<file path="config.mk">
export PLATFORM = sky130hd
export DESIGN_NAME = utf8d_decode
export DESIGN_NICKNAME = d
export VERILOG_FILES = /design/src/rtl/core/utf8d_pkg.sv /design/src/rtl/core/utf8d_decode.sv
export SDC_FILE = /design/constraint.sdc
export NUM_CORES = 1
export LEC_CHECK = 0
export BUFFER_PORTS_ARGS = -buffer_cell sky130_fd_sc_hd__clkbuf_2
export CORE_MARGIN = 3
export CORE_UTILIZATION = 42
export DETAILED_ROUTE_END_ITERATION = 8
export GPL_TIMING_DRIVEN = 0
export PLACE_DENSITY = 0.86
export SETUP_SLACK_MARGIN = 0.5
export SKIP_LAST_GASP = 1
export SLEW_MARGIN = 10
export SYNTH_ARGS = -nofsm -noshare
export SYNTH_HDL_FRONTEND = slang
export SYNTH_SLANG_ARGS = --single-unit
</file>
<file path="constraint.sdc">
create_clock -name vclk -period 3.6
set_input_delay 0.72 -clock vclk [all_inputs]
set_output_delay 0.72 -clock vclk [all_outputs]
set_load 0.02 [all_outputs]
</file>
<file path="src/rtl/core/utf8d_pkg.sv">
package utf8d_pkg;

    localparam int BYTE_W = 8;
    localparam int CP_W   = 21;
    localparam int LEN_W  = 3;
    localparam int CNT_W  = 3;   // 0..4 bytes in the work buffer
    localparam int BUF_D  = 4;   // three held bytes plus the new one

    // Lead byte classification
    localparam logic [7:0] ASCII_LIMIT = 8'h80;
    localparam logic [7:0] LEAD2_MASK  = 8'he0;
    localparam logic [7:0] LEAD2_VAL   = 8'hc0;
    localparam logic [7:0] LEAD3_MASK  = 8'hf0;
    localparam logic [7:0] LEAD3_VAL   = 8'he0;
    localparam logic [7:0] LEAD4_MASK  = 8'hf8;
    localparam logic [7:0] LEAD4_VAL   = 8'hf0;
    localparam logic [7:0] CONT_MASK   = 8'hc0;
    localparam logic [7:0] CONT_VAL    = 8'h80;

    localparam logic [CP_W-1:0] REPLACEMENT_CP = 21'h00fffd;

    typedef logic [BYTE_W-1:0] byte_t;
    typedef logic [CNT_W-1:0]  cnt_t;
    typedef logic [LEN_W-1:0]  len_t;
    typedef logic [CP_W-1:0]   cp_t;

    // Result of decoding the head of the work buffer
    typedef struct packed {
        logic stop;   // no result possible now (empty or waiting for bytes)
        cp_t  cp;
        logic bad;
        len_t len;
    } dec_t;

    // Sequencer steps
    typedef logic [1:0] step_t;
    localparam step_t STEP_WAIT   = 2'd0;
    localparam step_t STEP_DECODE = 2'd1;
    localparam step_t STEP_EMIT   = 2'd2;
    localparam step_t STEP_SPARE  = 2'd3;

    typedef enum logic {
        COND_ACCEPT,
        COND_STOP
    } cond_t;

    // One control word
    typedef struct packed {
        logic  take_in;     // open the input channel, load the byte on request
        logic  latch_res;   // capture the decoded result and consume its bytes
        logic  emit;        // push the held result to the output register
        logic  wait_out;    // step stalls while the output register is full
        cond_t cond;
        step_t jmp_true;
        step_t jmp_false;
    } ucode_t;

    localparam ucode_t UCODE [4] = '{
        // wait for a byte
        '{take_in: 1'b1, latch_res: 1'b0, emit: 1'b0, wait_out: 1'b0,
          cond: COND_ACCEPT, jmp_true: STEP_DECODE, jmp_false: STEP_WAIT},
        // first decode after the byte lands
        '{take_in: 1'b0, latch_res: 1'b1, emit: 1'b0, wait_out: 1'b0,
          cond: COND_STOP, jmp_true: STEP_WAIT, jmp_false: STEP_EMIT},
        // emit held result, decode the next one in the same step
        '{take_in: 1'b0, latch_res: 1'b1, emit: 1'b1, wait_out: 1'b1,
          cond: COND_STOP, jmp_true: STEP_WAIT, jmp_false: STEP_EMIT},
        // unused code
        '{take_in: 1'b0, latch_res: 1'b0, emit: 1'b0, wait_out: 1'b0,
          cond: COND_STOP, jmp_true: STEP_WAIT, jmp_false: STEP_WAIT}
    };

    // Control lines from the sequencer to the datapath
    typedef struct packed {
        logic ready;
        logic load_byte;
        logic latch_res;
        logic emit;
    } seq_ctl_t;

endpackage

</file>
<file path="src/rtl/core/utf8d_decode.sv">
module utf8d_decode
    import utf8d_pkg::*;
(
    input  byte_t buf_bytes [BUF_D],
    input  cnt_t  cnt,
    input  logic  eot,
    output dec_t  dec
);

    byte_t b0;
    len_t  need;
    logic  bad;
    logic  stop;

    assign b0 = buf_bytes[0];

    // Sequence length from the lead byte; zero marks a bad lead
    always_comb
    begin
        if (b0 < ASCII_LIMIT)
            need = 3'd1;
        else if ((b0 & LEAD2_MASK) == LEAD2_VAL)
            need = 3'd2;
        else if ((b0 & LEAD3_MASK) == LEAD3_VAL)
            need = 3'd3;
        else if ((b0 & LEAD4_MASK) == LEAD4_VAL)
            need = 3'd4;
        else
            need = 3'd0;
    end

    // Check the continuation bytes present, then completeness
    always_comb
    begin
        bad  = (need == 3'd0);
        stop = (cnt == '0);
        for (int i = 1; i < BUF_D; i++)
        begin
            if (3'(i) < need && 3'(i) < cnt &&
                (buf_bytes[i] & CONT_MASK) != CONT_VAL)
                bad = 1'b1;
        end
        if (!stop && !bad && cnt < need)
        begin
            if (eot)
                bad = 1'b1;
            else
                stop = 1'b1;
        end
    end

    // Assemble the code point
    always_comb
    begin
        dec.stop = stop;
        dec.bad  = bad;
        if (bad)
        begin
            dec.cp  = REPLACEMENT_CP;
            dec.len = 3'd1;
        end
        else
        begin
            dec.len = need;
            case (need)
                3'd2:    dec.cp = {10'b0, b0[4:0], buf_bytes[1][5:0]};
                3'd3:    dec.cp = {5'b0, b0[3:0], buf_bytes[1][5:0], buf_bytes[2][5:0]};
                3'd4:    dec.cp = {b0[2:0], buf_bytes[1][5:0], buf_bytes[2][5:0],
                                   buf_bytes[3][5:0]};
                default: dec.cp = {13'b0, b0};
            endcase
        end
    end

endmodule

</file>
==> results.yml, run 1 <==
placement:
  placed_area_um2: 1240
  io_buffers: 60
  hpwlAfterDp_um: 2330
  gp_congestion: 0.865
cts:
  cts_hold_buf: 0
  cts_resized: 53
  cts_setup_buffers: 19
yosys:
  synth.area.mux_share_pct: 0
  yosysTopAreaCellShare_pct: 10.5
  synthTopCellsByArea: "nand3_1, a22oi_1, nand2_1"
  synth_xor_area_share_pct: 0
  ys_seq_area_share_pct: 0
  synth_common_cells: "nand3_1, nand2_1, a22oi_1"
  synth_top_area_cell: "nand3_1"
  synth.avg_cell_area_um2: 6.36
  synth_nets: 159
  synth-simple-area-share_pct: 37.2
  syn_inst: 120
  yosys_warnings: 0
  synth_top_family_by_area: "compound AO/OA/AOI/OAI gates"
  synth.most_common_cell: "nand3_1"
  synthAdderAreaFrac_pct: 4.92
  synth_compound_area_share_pct: 44.1
  syn_area_um2: 763
  ys_types: 41
run_status:
  error: "[ERROR DPL-0038] Utilization greater than 100%, impossible to legalize"
  status: "stopped before the end"
  haltStage: "clock tree synthesis (4_1_cts)"
floorplan:
  die_height_um: 48.6
  die_w_um: 48.6
  num_rows: 14
  initial_core_util_pct: 47.4
  ios: 62
-- stage by stage --
stage	TNS, ns	utilization [%]	hold slack, ns	std cells	worst slack, ns
after global placement	-0.648	76.9	1.78	204	-0.130
after detailed placement	-0.784	76.9	1.78	204	-0.143
after floorplan	0	-	1.55	120	0.367
-- kinds of logic after synthesis --
kind of cell,Yosys count
and+or+nand+nor,55
buffers and inverters,21
adders and majority gates,3
AOI/OAI and AO/OA,41
==> run 2, diff against run 1 <==
--- a/config.mk
+++ b/config.mk
@@ -6,12 +6,11 @@
 export NUM_CORES = 1
 export LEC_CHECK = 0
 export BUFFER_PORTS_ARGS = -buffer_cell sky130_fd_sc_hd__clkbuf_2
-export CORE_MARGIN = 3
-export CORE_UTILIZATION = 42
+export CORE_AREA = 3 3 64 66
 export DETAILED_ROUTE_END_ITERATION = 8
+export DIE_AREA = 0 0 67 69
 export GPL_TIMING_DRIVEN = 0
-export PLACE_DENSITY = 0.86
-export SETUP_SLACK_MARGIN = 0.5
+export PLACE_DENSITY_LB_ADDON = 0.15
 export SKIP_LAST_GASP = 1
 export SLEW_MARGIN = 10
 export SYNTH_ARGS = -nofsm -noshare
==> run 2 against run 1 <==
Against the previous run:
- area after synthesis unchanged
- synthesized cell count unchanged
- the run now ends clean
==> results.yml, run 2 <==
min_path:
  hp-class: "input port to output pin"
placement:
  gp_congestion: 0.865
  io_buffers: 60
  placed_area_um2: 1130
  hpwlAfterDp_um: 2660
timing:
  maxSlewHeadroom_pct: 44.8
  min_period_ns: 3.48
  min_period_over_period_pct: 96.8
  rsz0062_at_grt: "no"
  hold_violations: 0
  worst_slew_pin_slew_ns: 0.822
  whs_ns: 1.77
  setup_viol: 0
  final_max_slew_viol_count: 0
  fmax_mhz: 287
yosys:
  yosys_warnings: 0
  syn_area_um2: 763
  synth_top_family_by_area: "compound AO/OA/AOI/OAI gates"
  synth_compound_area_share_pct: 44.1
  ys_seq_area_share_pct: 0
  synthTopCellsByArea: "nand3_1, a22oi_1, nand2_1"
  synth.area.mux_share_pct: 0
  synth-simple-area-share_pct: 37.2
  syn_inst: 120
  synth_top_area_cell: "nand3_1"
  synth.avg_cell_area_um2: 6.36
  synth.most_common_cell: "nand3_1"
  ys_types: 41
  yosysTopAreaCellShare_pct: 10.5
  synth_nets: 159
  synth_xor_area_share_pct: 0
  synthAdderAreaFrac_pct: 4.92
  synth_common_cells: "nand3_1, nand2_1, a22oi_1"
floorplan:
  die_height_um: 69
  core_um2: 3630
  floorplan.die_area_um2: 4620
  initial_core_util_pct: 21.0
  num_rows: 22
  die_w_um: 67
  ios: 62
worst_setup_path:
  start_kind: "input port"
  critPathRequiredTime_ns: 2.88
  crit_arrival_ns: 2.76
  worstSetupEndpointType: "output pin"
  worstSetupPathType: "input port to output pin"
  crit_fanout: 9
drt:
  drc: 0
  routedWlPerCell_um: 15.3
  drt_iter0_drc: 46
  ant_nets: 0
  route.vias.total: 1178
  routed_via_density: 5.08
  dr.pass1.iters: 5
  drt_wl_total_um: 3550
power:
  leakagePower_nw: 0.598
  power.total_mw: 0.192
  vdd_drop_max_mv: 0.0665
  power.density_nw_per_um2: 158
global_routing:
  grt_pass1_wl_um: 5710
  antenna_found_initial: 0
  grt_pass1_vias: 1149
  track_usage_pct: 14.7
  overflow: 0
  grt_max_degree: 11
cells_and_area:
  numSequentialCells: 0
  fin_area_um2: 1210
  antennaDiodeCount: 0
  mostFrequentLayoutCell: "clkbuf_2"
  drive_gt1_share_pct: 46.7
  area_delta_synth_final_pct: 58.7
  final_cell_mix: "clkbuf_2, nand3_1, nand2_1"
  regArea_um2: 0
  num-nets-final: 225
  nClkBuffers: 0
run_status:
  status: "completed"
job:
  max_cap_viol_count: 0
==> run 2: cell counts after synthesis <==
Identical to the previous run, type by type.
==> run 2: area by class of cell <==
type / instances / area (µm²)
tap: 48 / 60.1
multi-input combinational: 99 / 702
inverter: 9 / 33.8
buffer: 11 / 77.6
fill: 426 / 2420
timing repair buffer: 65 / 338
==> run 2: routing by layer <==
| layer | wire, µm | global-route usage, % |
|---|---|---|
| met3 | 234 | 0.977 |
| met5 | 0 | 0 |
| met1 | 1650 | 21.8 |
| met4 | 0 | 0 |
| met2 | 1660 | 24.3 |
==> run 2: per-stage QoR <==
step / utilization, % / TNS (ns) / worst slack, ns / cells
floorplan: - / 0 / 0.0305 / 120
global placement: 31.1 / -2.95 / -0.295 / 228
detailed placement: 31.1 / -3.85 / -0.348 / 228
CTS: 31.7 / 0 / 0.00910 / 228
global route: 33.3 / 0 / 0.00992 / 232
finish: 33.3 / 0 / 0.117 / 232
==> run 2: path summary, 6_finish.rpt <==
kind	slack (ns)	start	to	depth (start not counted)
max	0.12	buf_bytes[30]	dec[9]	10
min	1.77	buf_bytes[1]	dec[5]	4
==> run 2: repair_timing <==
item                                   CTS  global route
gates cloned                             0             0
gates resized for setup                  7            11
buffers inserted                         1             4
hold buffers                             0             0
endpoints found under the hold margin    0             0
setup endpoints to repair               20            23
pin swaps                                1             1
==> run 2: logic make-up after synthesis <==
family,Yosys count
fa+ha+maj,3
buf+inv,21
compound gates,41
simple gates,55
==> run 2: power by group <==
| group | internal [mW] | total [mW] | switching [mW] |
|---|---|---|---|
| registers | 0 | 0 | 0 |
| clock network | 0 | 0 | 0 |
| logic | 0.0770 | 0.192 | 0.115 |
| total | 0.0770 | 0.192 | 0.115 |
==> run 2: worst max-delay path, stage by stage <==
cell and delay [ns]:
clkbuf_4 0.17, nand2_4 0.08, or3_1 0.34, clkbuf_4 0.18
ha_4 0.28, nand3_1 0.07, a21o_1 0.19, and3_4 0.22
or3_1 0.34, buf_2 0.16
Power figures use the tool's default switching activity.
