==> src/rtl/core/utf8d_pkg.sv <==
package utf8d_pkg;

    localparam int BYTE_W = 8;
    localparam int CP_W   = 21;
    localparam int LEN_W  = 3;
    localparam int CNT_W  = 3;   // 0..4 bytes in the work buffer
    localparam int BUF_D  = 4;   // three held bytes plus the new one

    // Lead byte classification
    localparam logic [7:0] ASCII_LIMIT = 8'h80;
    localparam logic [7:0] LEAD2_MASK  = 8'he0;
    localparam logic [7:0] LEAD2_VAL   = 8'hc0;
    localparam logic [7:0] LEAD3_MASK  = 8'hf0;
    localparam logic [7:0] LEAD3_VAL   = 8'he0;
    localparam logic [7:0] LEAD4_MASK  = 8'hf8;
    localparam logic [7:0] LEAD4_VAL   = 8'hf0;
    localparam logic [7:0] CONT_MASK   = 8'hc0;
    localparam logic [7:0] CONT_VAL    = 8'h80;

    localparam logic [CP_W-1:0] REPLACEMENT_CP = 21'h00fffd;

    typedef logic [BYTE_W-1:0] byte_t;
    typedef logic [CNT_W-1:0]  cnt_t;
    typedef logic [LEN_W-1:0]  len_t;
    typedef logic [CP_W-1:0]   cp_t;

    // Result of decoding the head of the work buffer
    typedef struct packed {
        logic stop;   // no result possible now (empty or waiting for bytes)
        cp_t  cp;
        logic bad;
        len_t len;
    } dec_t;

    // Sequencer steps
    typedef logic [1:0] step_t;
    localparam step_t STEP_WAIT   = 2'd0;
    localparam step_t STEP_DECODE = 2'd1;
    localparam step_t STEP_EMIT   = 2'd2;
    localparam step_t STEP_SPARE  = 2'd3;

    typedef enum logic {
        COND_ACCEPT,
        COND_STOP
    } cond_t;

    // One control word
    typedef struct packed {
        logic  take_in;     // open the input channel, load the byte on request
        logic  latch_res;   // capture the decoded result and consume its bytes
        logic  emit;        // push the held result to the output register
        logic  wait_out;    // step stalls while the output register is full
        cond_t cond;
        step_t jmp_true;
        step_t jmp_false;
    } ucode_t;

    localparam ucode_t UCODE [4] = '{
        // wait for a byte
        '{take_in: 1'b1, latch_res: 1'b0, emit: 1'b0, wait_out: 1'b0,
          cond: COND_ACCEPT, jmp_true: STEP_DECODE, jmp_false: STEP_WAIT},
        // first decode after the byte lands
        '{take_in: 1'b0, latch_res: 1'b1, emit: 1'b0, wait_out: 1'b0,
          cond: COND_STOP, jmp_true: STEP_WAIT, jmp_false: STEP_EMIT},
        // emit held result, decode the next one in the same step
        '{take_in: 1'b0, latch_res: 1'b1, emit: 1'b1, wait_out: 1'b1,
          cond: COND_STOP, jmp_true: STEP_WAIT, jmp_false: STEP_EMIT},
        // unused code
        '{take_in: 1'b0, latch_res: 1'b0, emit: 1'b0, wait_out: 1'b0,
          cond: COND_STOP, jmp_true: STEP_WAIT, jmp_false: STEP_WAIT}
    };

    // Control lines from the sequencer to the datapath
    typedef struct packed {
        logic ready;
        logic load_byte;
        logic latch_res;
        logic emit;
    } seq_ctl_t;

endpackage

==> src/rtl/core/utf8d_seq.sv <==
module utf8d_seq
    import utf8d_pkg::*;
(
    input  logic     clk,
    input  logic     rst_n,
    input  logic     accept,
    input  logic     stop,
    input  logic     out_busy,
    output seq_ctl_t ctl
);

    step_t  step_reg;
    step_t  step_next;
    ucode_t uword;
    logic   go;
    logic   cond_val;

    assign uword    = UCODE[step_reg];
    assign go       = !(uword.wait_out && out_busy);
    assign cond_val = (uword.cond == COND_ACCEPT) ? accept : stop;

    // Control lines for this step
    assign ctl.ready     = uword.take_in;
    assign ctl.load_byte = uword.take_in && accept;
    assign ctl.latch_res = uword.latch_res && go && !stop;
    assign ctl.emit      = uword.emit && go;

    // Conditional jump
    always_comb
    begin
        if (!go)
            step_next = step_reg;
        else if (cond_val)
            step_next = uword.jmp_true;
        else
            step_next = uword.jmp_false;
    end

    always_ff @(posedge clk or negedge rst_n)
    begin
        if (!rst_n)
            step_reg <= STEP_WAIT;
        else
            step_reg <= step_next;
    end

endmodule

==> config.mk <==
export PLATFORM = sky130hd
export DESIGN_NAME = utf8d_seq
export DESIGN_NICKNAME = d
export VERILOG_FILES = /design/src/rtl/core/utf8d_pkg.sv /design/src/rtl/core/utf8d_seq.sv
export SDC_FILE = /design/constraint.sdc
export NUM_CORES = 1
export LEC_CHECK = 0
export BUFFER_PORTS_ARGS = -buffer_cell sky130_fd_sc_hd__buf_4
export CELL_PAD_IN_SITES_DETAIL_PLACEMENT = 1
export CELL_PAD_IN_SITES_GLOBAL_PLACEMENT = 2
export CORE_AREA = 2 2 39 41
export DETAILED_ROUTE_END_ITERATION = 10
export DIE_AREA = 0 0 41 43
export HOLD_SLACK_MARGIN = 0.03
export PLACE_DENSITY_LB_ADDON = 0.1
export SETUP_SLACK_MARGIN = 0.3
export SLEW_MARGIN = 20
export SYNTH_ARGS = -nofsm -noshare
export SYNTH_HDL_FRONTEND = slang
export SYNTH_SLANG_ARGS = --single-unit
==> constraint.sdc <==
create_clock -name clk -period 3.6 [get_ports clk]
set_input_delay 0.54 -clock clk [delete_from_list [all_inputs] [get_ports clk]]
set_output_delay 0.54 -clock clk [all_outputs]
set_load 0.02 [all_outputs]
### Yosys cells after proc, flatten, opt, wreduce, memory -nomap -nowiden

Index checks and enable logic that the tools add are counted.

* bits in registers: 2
* latch bits: 0
* memory bits (writable): 0
* memory bits (read-only): 0
* input bits: 5
* output and inout bits: 4
* word-level logic and storage cells: 15
* memories: 0

* add/subtract/negate cells: 0
* $mul: 0
* divide/modulo/power cells: 0
* order comparisons: 1
* equality and inequality tests: 0
* shift operators: 0
* mux-type cells: 5
* bitwise gates (word level): 1
* reduce and logical (&&, ||, !) cells: 7

Operators with widths (count)
* 9-bit binary-select mux with 2-bit select: 1
* 9-bit 2-to-1 mux: 2
* 1-bit logical AND: 5
* 3-bit greater-or-equal comparator (second input constant): 1
* 2-bit NOT with 3-bit output: 1
* 1-bit logical NOT: 2
* 2-bit 2-to-1 mux: 1
* 1-bit 2-to-1 mux: 1

### Logic depth before layout (Yosys ltp)

Gate-level depths: netlist of the first run.

* word-level depth: 8
* depth in mapped cells: 4
* depth with buffers taken out: 4

### Worst setup path after synthesis of the first run

No wires, ideal clock.

* path kind: reg-to-output
* start point: register step_reg[0]
* end point: output port ctl[1] in the netlist's numbering
* arrival: 1.266 ns
* required time: 3.060 ns
* path slack: 1.794 ns
* stages on the path, launching flop included: 5
* buffers on the path: 0
* cells stage by stage: dfrtp_1 inv_1 ha_1 and2_4 nor3_1

RTL lines
* start, declared: RTL line utf8d_seq.sv:12 `step_t step_reg;`
* start signal, assigned: RTL line utf8d_seq.sv:44 `step_reg <= step_next;`
* end, declared: RTL line utf8d_seq.sv:9 `output seq_ctl_t ctl`

==> results of run 1 <==
## metal layers
| layer | share of wire | track usage | vias to the layer above |
|---|---|---|---|
| met1 | 0.44 | 0.0675 | 65 |
| li1 | - | - | 77 |
| met2 | 0.52 | 0.0688 | 3 |
| met5 | 0 | 0 | - |
| met3 | 0.029 | 0.0471 | 0 |
| met4 | 0 | 0.0400 | 0 |
## metrics by stage
step / util / hold slack, ns / instances
after floorplan: - / 0.244 / 17
after global placement: 0.186 / 0.322 / 41
after detailed placement: 0.186 / 0.324 / 41
after CTS: 0.203 / 0.0865 / 44
after global routing: 0.203 / 0.0769 / 44
final: 0.203 / 0.0951 / 44
## final cells by class
cell class / count / share of cell area
clock buffer: 3 / 0.0804
inverter: 3 / 0.0402
multi-input combinational: 12 / 0.415
sequential: 2 / 0.179
tap: 16 / 0.0714
timing repair buffer: 8 / 0.214
## kinds of logic after synthesis
kind of cell / Yosys count / share of synthesized area
AND/OR/NAND/NOR: 7 / 0.268
buffers and inverters: 3 / 0.0634
adder cells (fa/ha/maj): 3 / 0.211
flip-flops: 2 / 0.282
AO/OA/AOI/OAI: 1 / 0.0916
multiplexers: 1 / 0.0845
## synthesized netlist by cell type
library cell  count
nor2_1            1
mux2_4            1
and2b_4           1
inv_1             3
and2_4            2
nor3_1            1
nor2b_1           1
o41ai_2           1
dfrtp_1           2
nand3_1           1
ha_1              3
## power by group
group | internal (mW) | total [mW] | leakage [nW] | switching [mW]
Sequential | 0.0310 | 0.0379 | 0.0258 | 0.00682
Combinational | 0.0609 | 0.119 | 0.104 | 0.0578
Clock | 0.0367 | 0.0482 | 0.0138 | 0.0116
## worst max-delay path, delay by kind of cell (launching register included)
family	cells	cell delay (ns)
buffers and inverters	2	0.24
DFF	1	0.36
adders and majority gates	1	0.24
and+or+nand+nor	2	0.34
## how the worst min path moves through the flow
stage / from / slack [ns] / endpoint
floorplan: rst_n / 0.24 / step_reg[0]
global placement: rst_n / 0.32 / step_reg[0]
detailed placement: rst_n / 0.32 / step_reg[0]
CTS: rst_n / 0.09 / step_reg[1]
global route: rst_n / 0.08 / step_reg[0]
finish: rst_n / 0.1 / step_reg[1]
==> impl_results.md, run 1 <==
- Worst Tran Pin Value: about 0.24 ns
- # port buffers: 8
- Core area: approximately 1400 µm²
- DIE HEIGHT: about 43 µm
- Fin crit share: 0.537
- Fill cells: roughly 170
- CTS Root Cell: clkbuf_4
- Commonest non-fill, non-tap cell in the layout: buf_4
- WL per Instance: around 8.6 µm
- Yosys top cell by area: dfrtp_1
- Maximum vdd drop: between 0.0001 and 0.00015 V
- Largest register FFs: 2
- Worst-Skew Late Latency: around 0.22 ns
- End of the worst register-to-register path: step_reg[0]
- Remaining global-route overflow: 0
- PostCTS Resize Cnt: 0
- Worst Skew: ~0.0011 ns
- Synth top area share: 0.282
- Largest fanout on the critical path: 4
- Vias in the first global route: roughly 150
- I/O pins: 9
- CP Launch Type: flop
- CP max stage delay: about 0.36 ns
- Post-route cell area: approximately 280 µm²
- CTS H-tree depth: 1
- Syn Nets: 25
- Total Wirelength: 378 µm
- Post-CTS Repair Setup Buffers: 0
- Vias/cell: about 3.3
- Synth cell types: 11
- Total Power: a little over 0.2 mW
- Post-placement cell area: around 260 µm²
- First-pass GRT wire length: around 640 µm
- CP max-delay cell: dfrtp_1
- Antenna violations before repair: 0
- Sequential area share after synthesis: 0.282
- P&R area growth vs syn: 57.7%
- Row cnt: 14
- Static Leak: 0.144 nW
- Hold buffers post-CTS: 0
- Clk sinks: 2
- TritonCTS clock tree: built
- CP arrival: 1.39 ns
- Clk buf depth: 2
- Setup crit start: step_reg[0]
- Layout cell share with drive strength beyond 1: 0.571
- Vias post-DR: approximately 150
- CP Cell Sequence: inv_1 -> ha_1 -> and2_4 -> nor3_1 -> buf_4
- Max-cap violations: 0
- Antenna Cells: 0
- Clock transition at the registers of the reported paths: about 0.030 ns
- Mapped Area: roughly 180 µm²
- Min Tclk post-route: roughly 1.9 ns
- Initial Utilization: 0.128
- Tot GR Track Use: 0.0582
- Min setup slack post-route: around 1.7 ns
- FF-to-FF Start: step_reg[0]
- Syn_area_per_cell: approximately 10 µm²
- Slew Limit Fails: 0
- Setup WS pre-CTS: 1.88 ns
- Die area: 1760 µm²
- PwrDens: approximately 730 nW/µm²
- Multi-input gate area: 116 µm²
- Post-DP HPWL: 321 µm
- Yosys warns: 0
- Final setup viols: 0
- Drt first pass iters: 1
- Final hold violations: 0
- Register area: between 50 and 60 µm²
- Area contributors post-synth: dfrtp_1 (28%), ha_1 (21%), and2_4 (9.9%)
- Status: completed
- R2r worst-path depth: 4
- RSZ-0062 raised after global routing: false
- Final nets: 38
- Class of the worst hold path: in2async
- WS Path Type: reg2out
- CTS Buf Count: 3
- Placer Congestion: roughly 0.6
- Crit path to: ctl[1]
- Worst endpoint required time: slightly above 3 ns
- Antenna Violating Nets Remaining: 0
- Most frequent cells in the layout: buf_4 (8), inv_1 (3), ha_1 (3), clkbuf_4 (3)
- Rel. slew slack: 0.838
- Yosys reg bits: 2
- DRT iter0 DRCs: 0
- Reg2reg setup slack: roughly 2.3 ns
- Largest net degree at the start of global routing: 5
- Crit end category: primary output
- Residual DRC count: 0
- Post-Syn Instances: 17
- Die Width: between 40 and 50 µm
- F_max: slightly above 0.5 GHz
- Final setup TNS: 0 ns
Note: power is estimated with default switching activity, not from simulation.
==> run 2: changes to the inputs <==
clock period = 1.9 ns   (was 3.6 ns; I/O delays follow)
==> impl_results.md, run 2 (synthesis gave the netlist of run 1 again) <==
- Final setup viols: 0
- WL per Instance: around 11 µm
- End of the worst register-to-register path: step_reg[1]
- Min Tclk post-route: 1.58 ns
- Fin crit share: 0.832
- Maximum vdd drop: approximately 0.00025 V
- Crit path to: ctl[1]
- Post-DP HPWL: 439 µm
- Clk buf depth: 2
- R2r worst-path depth: 4
- RSZ-0062 raised after global routing: true
- Placer Congestion: ~0.58
- Antenna violations before repair: 0
- Worst Skew: between 0.008 and 0.009 ns
- Clk sinks: 2
- Vias/cell: 3.65
- Clock power share: 0.217
- FF-to-FF Start: step_reg[1]
- Most frequent cells in the layout: buf_4 (11), clkbuf_4 (3), inv_1 (2), and2_4 (2), dfrtp_1 (2)
- Total Wirelength: between 500 and 600 µm
- Rel. slew slack: 0.834
- P&R area growth vs syn: 87.3%
- # port buffers: 8
- Remaining global-route overflow: 0
- Class of the worst hold path: in2reg
- Die Width: approximately 40 µm
- Largest net degree at the start of global routing: 5
- Static Leak: 0.164 nW
- Int Pwr: 0.281 mW
- Largest register FFs: 2
- Residual DRC count: 0
- DIE HEIGHT: about 43 µm
- Tot GR Track Use: 0.0823
- TritonCTS clock tree: built
- Layout cell share with drive strength beyond 1: 0.719
- CP Launch Type: flop
- Setup crit start: step_reg[0]
- Crit end category: primary output
- First-pass GRT wire length: approximately 900 µm
- Worst endpoint required time: between 1.5 and 2 ns
- Fill cells: between 150 and 200
- DRT iter0 DRCs: 0
- Drt first pass iters: 1
- CTS H-tree depth: 1
- Initial Utilization: 0.128
- Worst Tran Pin Value: 0.247 ns
- Worst-Skew Late Latency: approximately 0.23 ns
- Row cnt: 14
- Antenna Violating Nets Remaining: 0
- CTS Root Cell: clkbuf_4
- Vias post-DR: around 180
- I/O pins: 9
- Commonest non-fill, non-tap cell in the layout: buf_4
- Clock transition at the registers of the reported paths: roughly 0.03 ns
- CP arrival: approximately 1.3 ns
- Share of power burned in combinational logic: 0.622
- Final nets: 42
- Max-cap violations: 0
- Largest fanout on the critical path: 4
- Sequential power share: 0.161
- Antenna Cells: 0
- Reg2reg setup slack: between 0.6 and 0.7 ns
- WS Path Type: reg2out
- CTS Buf Count: 3
- Vias in the first global route: between 200 and 250
- Final setup TNS: 0 ns
- PwrDens: around 1400 nW/µm²
- Switching Fraction: 0.386
- Slew Limit Fails: 0
- Final hold violations: 0
- F_max: 0.632 GHz
- Status: completed
- Die area: ~1800 µm²
- Core area: ~1400 µm²
- Sw power: between 0.15 and 0.2 mW
- Worst hold slack: between 0.3 and 0.4 ns
[run 2: power groups by stage]
stage          registers, mW  clock network (mW)  logic [mW]
2_1_floorplan         0.0684                   0       0.162
3_3_place_gp          0.0722                   0       0.238
3_5_place_dp          0.0729                   0       0.238
4_1_cts               0.0698               0.100       0.261
5_1_grt               0.0756               0.110       0.313
6_report              0.0737              0.0996       0.285
[run 2: per-stage QoR]
step	cell area, µm²	setup slack, ns	instances	power [mW]	utilization
3_5_place_dp	258	0.431	41	0.311	0.186
4_1_cts	305	0.311	46	0.431	0.221
3_3_place_gp	258	0.467	41	0.311	0.186
6_report	333	0.319	48	0.459	0.241
5_1_grt	333	0.234	48	0.499	0.241
2_1_floorplan	178	0.349	17	0.230	-
[run 2: repair_timing]
action,4_1_cts,5_1_grt
setup endpoints to repair,1,2
pin swaps,0,1
resized for setup,2,3
setup buffers,1,2
hold buffers,1,0
endpoints found under the hold margin,2,0
[run 2: area by class of cell]
cell class                      instances  area [µm²]  area share
Clock buffer                            3        22.5      0.0677
Inverter                                3        11.3      0.0338
Multi-Input combinational cell         12         136       0.410
Sequential cell                         2        50.0       0.150
Tap cell                               16        20.0      0.0602
Timing Repair Buffer                   12        92.6       0.278
[run 2: how the worst min path moves through the flow]
| stage | start | end | cells after the start |
|---|---|---|---|
| 2_1_floorplan | rst_n | step_reg[0] | 0 |
| 3_3_place_gp | rst_n | step_reg[1] | 1 |
| 3_5_place_dp | rst_n | step_reg[0] | 1 |
| 4_1_cts | out_busy | step_reg[1] | 3 |
| 5_1_grt | out_busy | step_reg[1] | 3 |
| 6_report | out_busy | step_reg[1] | 3 |
[run 2: worst max-delay path, cell delays in order, from the launching register on]
cell and delay, ns:
dfrtp_1 0.36, inv_2 0.06, ha_4 0.16, and2_4 0.15, nor3_2 0.16, buf_4 0.16
[run 2: layer usage]
layer	vias up	GRT usage	part of all wire	wire, µm
met5	-	0	0	0
met1	82	0.0804	0.36	195
met2	5	0.131	0.58	317
met4	0	0.0400	0.031	17
li1	86	-	-	-
met3	2	0.0471	0.031	17
